--- config.mk ---
export PLATFORM = sky130hd
export DESIGN_NAME = bwf_queue_flat
export DESIGN_NICKNAME = d
export VERILOG_FILES = /design/src/banned_word_and_char_filter_core_assert.svh /design/src/bwf_pkg.sv /design/src/bwf_in_if.sv /design/src/bwf_queue.sv /design/src/flat_wrapper.sv
export SDC_FILE = /design/constraint.sdc
export NUM_CORES = 1
export LEC_CHECK = 0
export BUFFER_PORTS_ARGS = -buffer_cell sky130_fd_sc_hd__buf_2
export CAP_MARGIN = 20
export CORE_UTILIZATION = 50
export CTS_CLUSTER_DIAMETER = 150
export DETAILED_ROUTE_END_ITERATION = 12
export GPL_TIMING_DRIVEN = 0
export PLACE_DENSITY = 0.76
export SLEW_MARGIN = 20
export SYNTH_ARGS = -nofsm -noshare
export SYNTH_HDL_FRONTEND = slang
export SYNTH_SLANG_ARGS = --single-unit
--- constraint.sdc ---
create_clock -name clk -period 2.4 [get_ports clk]
set_clock_uncertainty 0.05 [all_clocks]
set_input_delay 0.24 -clock clk [delete_from_list [all_inputs] [get_ports clk]]
set_output_delay 0.24 -clock clk [all_outputs]
set_load 0.005 [all_outputs]
--- src/banned_word_and_char_filter_core_assert.svh ---
// Assertion macros for the banned word filter.
// Used by modules that include this header; expects clk and rst_n in scope.
`ifndef BANNED_WORD_AND_CHAR_FILTER_CORE_ASSERT_SVH
`define BANNED_WORD_AND_CHAR_FILTER_CORE_ASSERT_SVH
`ifndef SYNTHESIS
`define BWF_ASSERT(lbl, prop, msg) \
  lbl: assert property (@(posedge clk) disable iff (!rst_n) prop) else $error(msg);
`define BWF_NEVER(lbl, cond, msg) \
  lbl: assert property (@(posedge clk) disable iff (!rst_n) !(cond)) else $error(msg);
`else
`define BWF_ASSERT(lbl, prop, msg)
`define BWF_NEVER(lbl, cond, msg)
`endif
`endif

--- src/bwf_pkg.sv ---
// Shared types, codes and byte helpers for the banned word filter.
// No dependencies.
`default_nettype none
package bwf_pkg;
  localparam int DEF_MAX_WORDS    = 32;
  localparam int DEF_MAX_WORD_LEN = 24;

  localparam logic [1:0] REQ_CLEAR  = 2'd0;
  localparam logic [1:0] REQ_PAT    = 2'd1;
  localparam logic [1:0] REQ_TEXT   = 2'd2;
  localparam logic [1:0] REQ_UNUSED = 2'd3;

  localparam logic [1:0] CAUSE_NONE  = 2'd0;
  localparam logic [1:0] CAUSE_ABUSE = 2'd1;
  localparam logic [1:0] CAUSE_NAME  = 2'd2;
  localparam logic [1:0] CAUSE_CHAR  = 2'd3;

  typedef struct packed {
    logic [1:0] kind;
    logic [7:0] data;
    logic       tag;
    logic       last;
    logic       name;
  } bwf_item_t;

  function automatic logic [7:0] fold8(input logic [7:0] c);
    if (c >= 8'h41 && c <= 8'h5a) return c + 8'h20;
    return c;
  endfunction

  function automatic logic is_forbidden(input logic [7:0] c);
    logic f;
    f = (c <= 8'd32);
    case (c)
      8'h60, 8'h5c, 8'h3b, 8'h2c, 8'h2e, 8'h27, 8'h2f, 8'h21, 8'h25,
      8'h5e, 8'h26, 8'h7c, 8'h3a, 8'h22, 8'h3c, 8'h3e, 8'h3f: f = 1'b1;
      default: ;
    endcase
    return f;
  endfunction
endpackage
`default_nettype wire

--- src/bwf_in_if.sv ---
// Input and result channel interfaces for the banned word filter.
// No dependencies.
`default_nettype none
interface bwf_in_if;
  logic       valid;
  logic       ready;
  logic [1:0] req_type;
  logic [7:0] data_byte;
  logic       name_only_word;
  logic       last_byte;
  logic       check_name;
  modport source(output valid, req_type, data_byte, name_only_word, last_byte, check_name,
                 input ready);
  modport sink(input valid, req_type, data_byte, name_only_word, last_byte, check_name,
               output ready);
endinterface

`default_nettype wire

--- src/bwf_queue.sv ---
// Front end: accepts requests, drops unused codes, queues items (two entries).
// Depends on bwf_pkg and bwf_in_if.
`default_nettype none
module bwf_queue
  import bwf_pkg::*;
(
  input  wire logic  clk,
  input  wire logic  rst_n,
  bwf_in_if.sink     in_ch,
  output bwf_item_t  q_item,
  output logic       q_valid,
  input  wire logic  q_pop
);
  bwf_item_t  q_r [2];
  logic       wp_r, wp_nxt, rp_r, rp_nxt;
  logic [1:0] cnt_r, cnt_nxt;
  logic       push;

  assign in_ch.ready = (cnt_r != 2'd2);
  assign push = in_ch.valid && in_ch.ready && (in_ch.req_type != REQ_UNUSED);
  assign q_valid = (cnt_r != 2'd0);
  assign q_item  = q_r[rp_r];

  always_comb begin
    wp_nxt  = wp_r ^ push;
    rp_nxt  = rp_r ^ q_pop;
    cnt_nxt = cnt_r + {1'b0, push} - {1'b0, q_pop};
  end

  always_ff @(posedge clk) begin
    if (!rst_n) begin
      wp_r  <= 1'b0;
      rp_r  <= 1'b0;
      cnt_r <= 2'd0;
    end else begin
      wp_r  <= wp_nxt;
      rp_r  <= rp_nxt;
      cnt_r <= cnt_nxt;
    end
  end

  always_ff @(posedge clk) begin
    if (push) begin
      q_r[wp_r] <= '{kind: in_ch.req_type, data: in_ch.data_byte,
                     tag: in_ch.name_only_word, last: in_ch.last_byte,
                     name: in_ch.check_name};
    end
  end
endmodule
`default_nettype wire

--- src/flat_wrapper.sv ---
// flat-port wrapper written by rule: the top's interface ports become plain ports
module bwf_queue_flat import bwf_pkg::*;
  (clk, rst_n, q_item, q_valid, q_pop, in_ch_valid, in_ch_req_type, in_ch_data_byte, in_ch_name_only_word, in_ch_last_byte, in_ch_check_name, in_ch_ready);
  bwf_in_if in_ch_i ();
  input  wire logic clk;
  input  wire logic rst_n;
  output bwf_item_t q_item;
  output logic q_valid;
  input  wire logic q_pop;
  input wire logic [$bits(in_ch_i.valid)-1:0] in_ch_valid;
  input wire logic [$bits(in_ch_i.req_type)-1:0] in_ch_req_type;
  input wire logic [$bits(in_ch_i.data_byte)-1:0] in_ch_data_byte;
  input wire logic [$bits(in_ch_i.name_only_word)-1:0] in_ch_name_only_word;
  input wire logic [$bits(in_ch_i.last_byte)-1:0] in_ch_last_byte;
  input wire logic [$bits(in_ch_i.check_name)-1:0] in_ch_check_name;
  output wire logic [$bits(in_ch_i.ready)-1:0] in_ch_ready;
  assign in_ch_i.valid = in_ch_valid;
  assign in_ch_i.req_type = in_ch_req_type;
  assign in_ch_i.data_byte = in_ch_data_byte;
  assign in_ch_i.name_only_word = in_ch_name_only_word;
  assign in_ch_i.last_byte = in_ch_last_byte;
  assign in_ch_i.check_name = in_ch_check_name;
  assign in_ch_ready = in_ch_i.ready;
  bwf_queue u_core (.clk(clk), .rst_n(rst_n), .in_ch(in_ch_i), .q_item(q_item), .q_valid(q_valid), .q_pop(q_pop));
endmodule
After elaboration in Yosys (flattened, before gate mapping). Memory sizes are Yosys's and may differ from the RTL's. A register that Yosys moved wholly into a read port is not among the register bits. Index checks and enable logic that the tools add are counted.

Bits in registers: 4. Output and inout bits: 15. Input port bits: 17. Logic and storage cells: 16. RAM bits: 26. Memories: 1.

Eq/ne operators: 2. $add $sub $neg: 2. Multiplexer cells: 3. Bitwise logic cells: 2. Reduce and logical (&&, ||, !) cells: 3.

Memories: u_core.q_r (words 2, width 13, rd ports 1, clocked after memory_dff 1, wr ports 1, line bwf_queue.sv:14) `bwf_item_t q_r [2];`.

Operators with widths (count): inequality test 2 bit, second input constant (2); two-way mux 1 bit (3); adder 2 x 1 -> 2 bit (1); logical AND 1 bit (2); nonzero test 2 bit (1); subtractor 2 x 1 -> 2 bit (1); bitwise XOR 1 bit (2).

Longest topological paths before layout. Gate-level depths: netlist of the first run.

Word-level depth: 5. Mapped depth: 5.

Least setup slack after synthesis of the first run. Ideal clock, no wire load.

Path type: register to register. Start: register u_core.cnt_r[1]. End: memory u_core.q_r[1][0] (netlist bit) (enable). Period minus slack after synthesis: 1.860 ns. Required time: 1.950 ns. Setup slack: 0.540 ns. Arrival time: 1.410 ns. Library setup time: 0.400 ns. Cell stages (with the launch flop): 3. Path buffers: 0. Path through: dfxtp_1 > nor2b_4 > nor3_1.

Cells in the longest elaborated chain, start to end: 5.

Ends and longest elaborated chain: start: declaration (line bwf_queue.sv:16) `logic [1:0] cnt_r, cnt_nxt;`; start signal: assignment (line bwf_queue.sv:38) `cnt_r <= cnt_nxt;`; inequality test 2 bit (line bwf_queue.sv:19) `assign in_ch.ready = (cnt_r != 2'd2);`; logical AND 1 bit (2 in series) (line bwf_queue.sv:20) `assign push = in_ch.valid && in_ch.ready && (in_ch.req_type != REQ_UNUSED);`; two-way mux 1 bit (line bwf_queue.sv:43) `if (push) begin`; two-way mux 1 bit (implied by the code) (line bwf_queue.sv:44) `q_r[wp_r] <= '{kind: in_ch.req_type, data: in_ch.data_byte,`; end: declaration (line bwf_queue.sv:14).

No other way between the ends.

==> results of run 1 <==
==> registers in the layout (all words and copies together) (netlist names), named ones only <==
register and cells:
u_core.cnt_r 2, u_core.q_r 26, u_core.rp_r 1, u_core.wp_r 1
==> layout by cell type (no fill, tap or decap) <==
master / Yosys / routed
a21bo_2: 1 / 1
a21boi_4: 1 / 1
a21oi_1: 1 / 1
a31oi_1: 1 / 1
and2_1: 2 / 2
and3b_1: 1 / 1
buf_2: 0 / 31
buf_4: 1 / 1
buf_6: 0 / 1
clkbuf_1: 0 / 2
clkbuf_4: 0 / 5
clkinv_2: 0 / 1
dfxtp_1: 5 / 5
edfxtp_1: 26 / 26
ha_1: 2 / 2
inv_1: 3 / 3
inv_2: 1 / 1
mux2_2: 13 / 13
nand4_1: 1 / 1
nor2_1: 2 / 2
nor2b_1: 1 / 1
nor2b_4: 1 / 1
nor3_2: 0 / 1
o31ai_1: 1 / 1
or2_2: 1 / 1
xor2_1: 2 / 2
==> power by group through the flow <==
stage / sequential [mW] / clock (mW) / combinational [mW]
floorplan: 0.660 / 0 / 0.111
global placement: 0.662 / 0 / 0.173
detailed placement: 0.664 / 0 / 0.186
CTS: 0.652 / 0.281 / 0.188
global route: 0.655 / 0.301 / 0.205
finish: 0.651 / 0.274 / 0.184
==> cells by family (layout without fill, tap and decap cells) <==
group,after synthesis,in the layout,synth area share
AOI/OAI and AO/OA,5,5,0.0394
xor gates and xnor gates,2,2,0.0145
adders and majority gates,2,2,0.0207
buffers and inverters,5,45,0.0187
DFF,31,31,0.730
muxes,13,13,0.121
and+or+nand+nor,10,10,0.0550
==> cell usage after synthesis <==
cell type / count
o31ai_1: 1
nand4_1: 1
nor3_1: 1
dfxtp_1: 5
edfxtp_1: 26
nor2_1: 2
ha_1: 2
mux2_2: 13
inv_1: 3
a21oi_1: 1
nor2b_4: 1
nor2b_1: 1
and2_1: 2
a21bo_2: 1
xor2_1: 2
or2_2: 1
a31oi_1: 1
a21boi_4: 1
inv_2: 1
and3b_1: 1
buf_4: 1
==> through the flow <==
stage                      util  hold slack, ps  TNS, ps
after detailed placement  0.632             382        0
after global routing      0.655            33.1        0
after floorplan               -             289        0
final                     0.655            53.6        0
after CTS                 0.655            42.7        0
after global placement    0.625             378     -804
==> worst register-to-register path, delay by kind of cell, from the launching register on <==
family	cells	cell delay (ps)
fa+ha+maj	1	530
simple gates	2	260
flops	1	340
==> per-layer routing <==
layer,global-route usage,part of all wire,wire length (um)
met1,0.163,0.40,743
met2,0.285,0.53,984
met3,0.0595,0.053,97
met4,0.139,0.0098,18
met5,0,0,0
==> how the worst max path moves through the flow <==
stage	from	endpoint	slack (ps)	cells past startpoint
detailed placement	in_ch_req_type[0]	u_core.q_r[0][3]$_DFFE_PP_	680	4
floorplan	u_core.cnt_r[1]$_SDFF_PN0_	u_core.q_r[1][0]$_DFFE_PP_	540	2
global route	flip-flop	q_item[11]	620	3
global placement	in_ch_req_type[0]	u_core.q_r[1][10]$_DFFE_PP_	-60	3
finish	flip-flop	q_item[11]	700	3
CTS	flip-flop	q_item[11]	670	3
==> final cells by class <==
type,count,area (um^2)
clock buffer,7,45.0
multi-input combinational,32,308
timing repair buffer,32,166
buffer,1,7.51
clock inverter,1,5.00
fill,180,771
sequential,31,881
inverter,4,15.0
tap,28,35.0
==> results.sh, run 1 <==
export IMPL_cts_root_buf="clkbuf_4"
export IMPL_cp_arrival_ps=1410
export IMPL_io_buffers=31
export IMPL_grt_max_degree=14
export IMPL_synth_area_top_cells="edfxtp_1 65%, mux2_2 12%, dfxtp_1 8.3%, ha_1 2.1%, a21boi_4 1.6%"
export IMPL_syn_nets=87
export IMPL_antenna_left=0
export IMPL_antenna_found_initial=0
export IMPL_cpLargestDelayFamily="flip-flops"
export IMPL_core_area_um2=2230
export IMPL_hold_path_class="primary input to flip-flop"
export IMPL_ys_ff_latch=31
export IMPL_grt_setup_unrepaired="false"
export IMPL_ios=32
export IMPL_whs_endpoint="u_core.q_r[1][7]$_DFFE_PP_"
export IMPL_holdBufCountCts=0
export IMPL_fin_nets=126
export IMPL_end_kind="output port"
export IMPL_power_switching_mw=0.264
export IMPL_powerDensity_nw_per_um2=758
export IMPL_antenna_cells=0
export IMPL_leakagePower_nw=0.578
export IMPL_dp_cells=128
export IMPL_slew_headroom=0.613
export IMPL_grt_overflow=0
export IMPL_cts_buffers=5
export IMPL_max_cap_viol_count=0
export IMPL_die_h_um=51.1
export IMPL_fp_dieW_um=51.1
export IMPL_cts_sinks=31
export IMPL_drv_slew=0
export IMPL_hold_violations=0
export IMPL_wirelength_mm=1.84
export IMPL_p_comb_frac=0.166
export IMPL_yosysWarnings=0
export IMPL_fin_cells=136
export IMPL_max_stage_delay_ps=400
export IMPL_ys_seq_area_frac=0.730
export IMPL_drtIter0Drc=7
export IMPL_layout_drive_gt1_share=0.537
export IMPL_via_per_inst=5.01
export IMPL_cts_tree="done"
export IMPL_post_dp_hpwl_mm=1.35
export IMPL_path_max_fanout=10
export IMPL_worst_hold_startpoint="in_ch_data_byte[4]"
export IMPL_max_freq_mhz=589
export IMPL_synth_avg_cell_area_um2=17.7
export IMPL_synth_top_area_frac=0.647
export IMPL_rows=17
export IMPL_ctsHtreeMaxLevel=2
export IMPL_die_area_um2=2610
export IMPL_path_clk_slew_ps=90
export IMPL_synth_cell_types=21
export IMPL_grt_use_total=0.169
export IMPL_drt_pass1_iterations=5
export IMPL_r2r_cells=3
export IMPL_cp_required_ps=2110
export IMPL_setup_ws_ps=701
export IMPL_path_cells="buf_4 -> mux2_2 -> buf_2"
export IMPL_cp_buffers_inverters=2
export IMPL_initial_core_util=0.540
export IMPL_synth_area_leader_cell="edfxtp_1"
export IMPL_grt_pass1_vias=657
export IMPL_swShare=0.238
export IMPL_r2r_start="u_core.cnt_r[1]$_SDFF_PN0_"
export IMPL_total_power_mw=1.11
export IMPL_cts_resized=0
export IMPL_final_area_um2=1460
export IMPL_cp_start_kind="flip-flop"
export IMPL_slowest_stage="dfxtp_1"
export IMPL_period_minus_slack_ps=1700
export IMPL_clock_latency_ps=320
export IMPL_whs_path_depth=1
export IMPL_grt_pass1_wl_mm=2.88
export IMPL_postCtsSetupBuffers=0
export IMPL_p_int_mw=0.845
export IMPL_drc=0
export IMPL_dr_total_vias=681
export IMPL_synth_area_um2=1210
export IMPL_status="complete, no violations"
export IMPL_pwr_share_clk=0.247
export IMPL_vdd_ir_drop_max_mv=0.507
export IMPL_place_gp_congestion=0.660
export IMPL_netlist_instances=68
export IMPL_finalSetupViolCount=0
export IMPL_path_class="flip-flop to output port"
export IMPL_pre_cts_slack_ps=681
export IMPL_seqPwrFrac=0.587
export IMPL_tightestPinTransition_ps=580
export IMPL_r2r_slack_ps=850
export IMPL_wl_per_cell_um=13.6
export IMPL_ctsLongestPathBuffers=2
export IMPL_placed_cell_area_um2=1410
export IMPL_area_delta_synth_final_pct=21.3
export IMPL_reg2reg_to="u_core.q_r[0][4]$_DFFE_PP_"
export IMPL_post_route_period_util=0.708
No activity file was read; power rests on OpenSTA's default activity.
==> inputs of run 2 (changes only) <==
clock period = 1.7 ns   (was 2.4 ns; I/O delays follow)
==> run 2 against run 1 <==
  * Worst setup slack worse by 590 ps
  * First-iteration DRC count rose by 29%
  * Flip-flop and latch count unchanged
  * Critical path type unchanged
  * Worst hold slack improved by 7.7 ps
  * Combinational power rose by 53%
  * Critical endpoint is now q_item[10]
  * Die area unchanged
  * Critical path depth unchanged
==> results.sh, run 2 (synthesis gave the netlist of run 1 again) <==
export IMPL_status="complete, no violations"
export IMPL_max_freq_mhz=628
export IMPL_cts_buffers=5
export IMPL_hold_violations=0
export IMPL_postCtsSetupBuffers=0
export IMPL_r2r_start="u_core.cnt_r[1]$_SDFF_PN0_"
export IMPL_setup_tns_ps=0
export IMPL_path_clk_slew_ps=80
export IMPL_core_area_um2=2230
export IMPL_ctsLongestPathBuffers=2
export IMPL_slowest_stage="dfxtp_1"
export IMPL_clock_latency_ps=310
export IMPL_final_cell_mix="31 x buf_2, 26 x edfxtp_1, 13 x mux2_2, 11 x dlygate4sd3_1"
export IMPL_grt_setup_unrepaired="false"
export IMPL_post_dp_hpwl_mm=1.26
export IMPL_grt_pass1_wl_mm=3.07
export IMPL_antenna_left=0
export IMPL_grt_pass1_vias=745
export IMPL_fillers=169
export IMPL_cts_root_buf="clkbuf_4"
export IMPL_die_h_um=51.1
export IMPL_grt_use_total=0.176
export IMPL_area_delta_synth_final_pct=30.3
export IMPL_pre_cts_slack_ps=-33.9
export IMPL_regMostFlops="u_core.q_r"
export IMPL_grt_overflow=0
export IMPL_vdd_ir_drop_max_mv=0.858
export IMPL_initial_core_util=0.540
export IMPL_cpLargestDelayFamily="flip-flops"
export IMPL_path_class="flip-flop to output port"
export IMPL_place_gp_congestion=0.816
export IMPL_dr_total_vias=720
export IMPL_grt_max_degree=14
export IMPL_via_per_inst=4.93
export IMPL_period_minus_slack_ps=1590
export IMPL_cp_buffers_inverters=2
export IMPL_cts_tree="done"
export IMPL_powerDensity_nw_per_um2=1010
export IMPL_drc=0
export IMPL_setup_ws_ps=107
export IMPL_leakagePower_nw=0.620
export IMPL_layout_drive_gt1_share=0.483
export IMPL_fp_dieW_um=51.1
export IMPL_cts_sinks=31
export IMPL_path_cells="buf_6 -> mux2_2 -> buf_2"
export IMPL_cp_arrival_ps=1370
export IMPL_largest_reg_flops=26
export IMPL_wirelength_mm=1.83
export IMPL_cp_start_kind="flip-flop"
export IMPL_post_route_period_util=0.937
export IMPL_ctsHtreeMaxLevel=2
export IMPL_fin_nets=136
export IMPL_final_area_um2=1570
export IMPL_path_max_fanout=10
export IMPL_drt_pass1_iterations=3
export IMPL_antenna_found_initial=0
export IMPL_hold_path_class="primary input to flip-flop"
export IMPL_max_stage_delay_ps=410
export IMPL_ios=32
export IMPL_io_buffers=31
export IMPL_drv_slew=0
export IMPL_finalSetupViolCount=0
export IMPL_antenna_cells=0
export IMPL_top_regs="u_core.q_r x26, u_core.cnt_r x2"
export IMPL_end_kind="output port"
export IMPL_layout_commonest_cell="buf_2"
export IMPL_tightestPinTransition_ps=619
export IMPL_die_area_um2=2610
export IMPL_wl_per_cell_um=12.5
export IMPL_worst_hold_startpoint="in_ch_req_type[1]"
export IMPL_cp_required_ps=1480
export IMPL_rows=17
export IMPL_slew_headroom=0.586
export IMPL_placed_cell_area_um2=1400
export IMPL_drtIter0Drc=9
export IMPL_max_cap_viol_count=0
-- run 2: layout make-up --
cell class / instances / area, um^2 / area share
Buffer: 1 / 11.3 / 0.00717
Timing Repair Buffer: 42 / 265 / 0.169
Tap cell: 28 / 35.0 / 0.0223
Sequential cell: 31 / 881 / 0.561
Multi-Input combinational cell: 32 / 314 / 0.200
Inverter: 4 / 15.0 / 0.00955
Clock inverter: 1 / 5.00 / 0.00318
Clock buffer: 7 / 45.0 / 0.0287
-- run 2: per-layer routing --
metal	track usage	vias to the layer above	part of all wire
met4	0.139	0	0.025
met3	0.0536	5	0.055
met1	0.179	337	0.40
met2	0.296	23	0.52
met5	0	-	0
li1	-	355	-
-- run 2: repair_timing --
| action | CTS | global route |
|---|---|---|
| setup endpoints to repair | 0 | 22 |
| gates resized for setup | 0 | 2 |
| endpoints found under the hold margin | 22 | 0 |
| hold buffers | 11 | 0 |
-- run 2: through the flow --
| stage | hold WS [ps] | instances | power, mW | util |
|---|---|---|---|---|
| 6_report | 61.3 | 146 | 1.58 | 0.704 |
| 5_1_grt | 48.4 | 146 | 1.66 | 0.704 |
| 4_1_cts | 48.9 | 146 | 1.59 | 0.699 |
| 3_5_place_dp | 313 | 127 | 1.20 | 0.627 |
| 3_3_place_gp | 308 | 127 | 1.18 | 0.627 |
| 2_1_floorplan | 219 | 68 | 1.09 | - |
-- run 2: power breakdown --
part,leakage (nW),switching (mW),internal (mW)
Clock,0.0293,0.220,0.161
Sequential,0.282,0.0232,0.897
Combinational,0.309,0.130,0.150
-- run 2: path summary, 6_finish.rpt --
check	end	slack [ps]	cells past startpoint
setup / recovery	q_item[10]	110	3
setup reg to reg	u_core.q_r[0][8]$_DFFE_PP_	140	3
hold reg to reg	flip-flop	530	2
hold / removal	u_core.q_r[1][12]$_DFFE_PP_	60	1
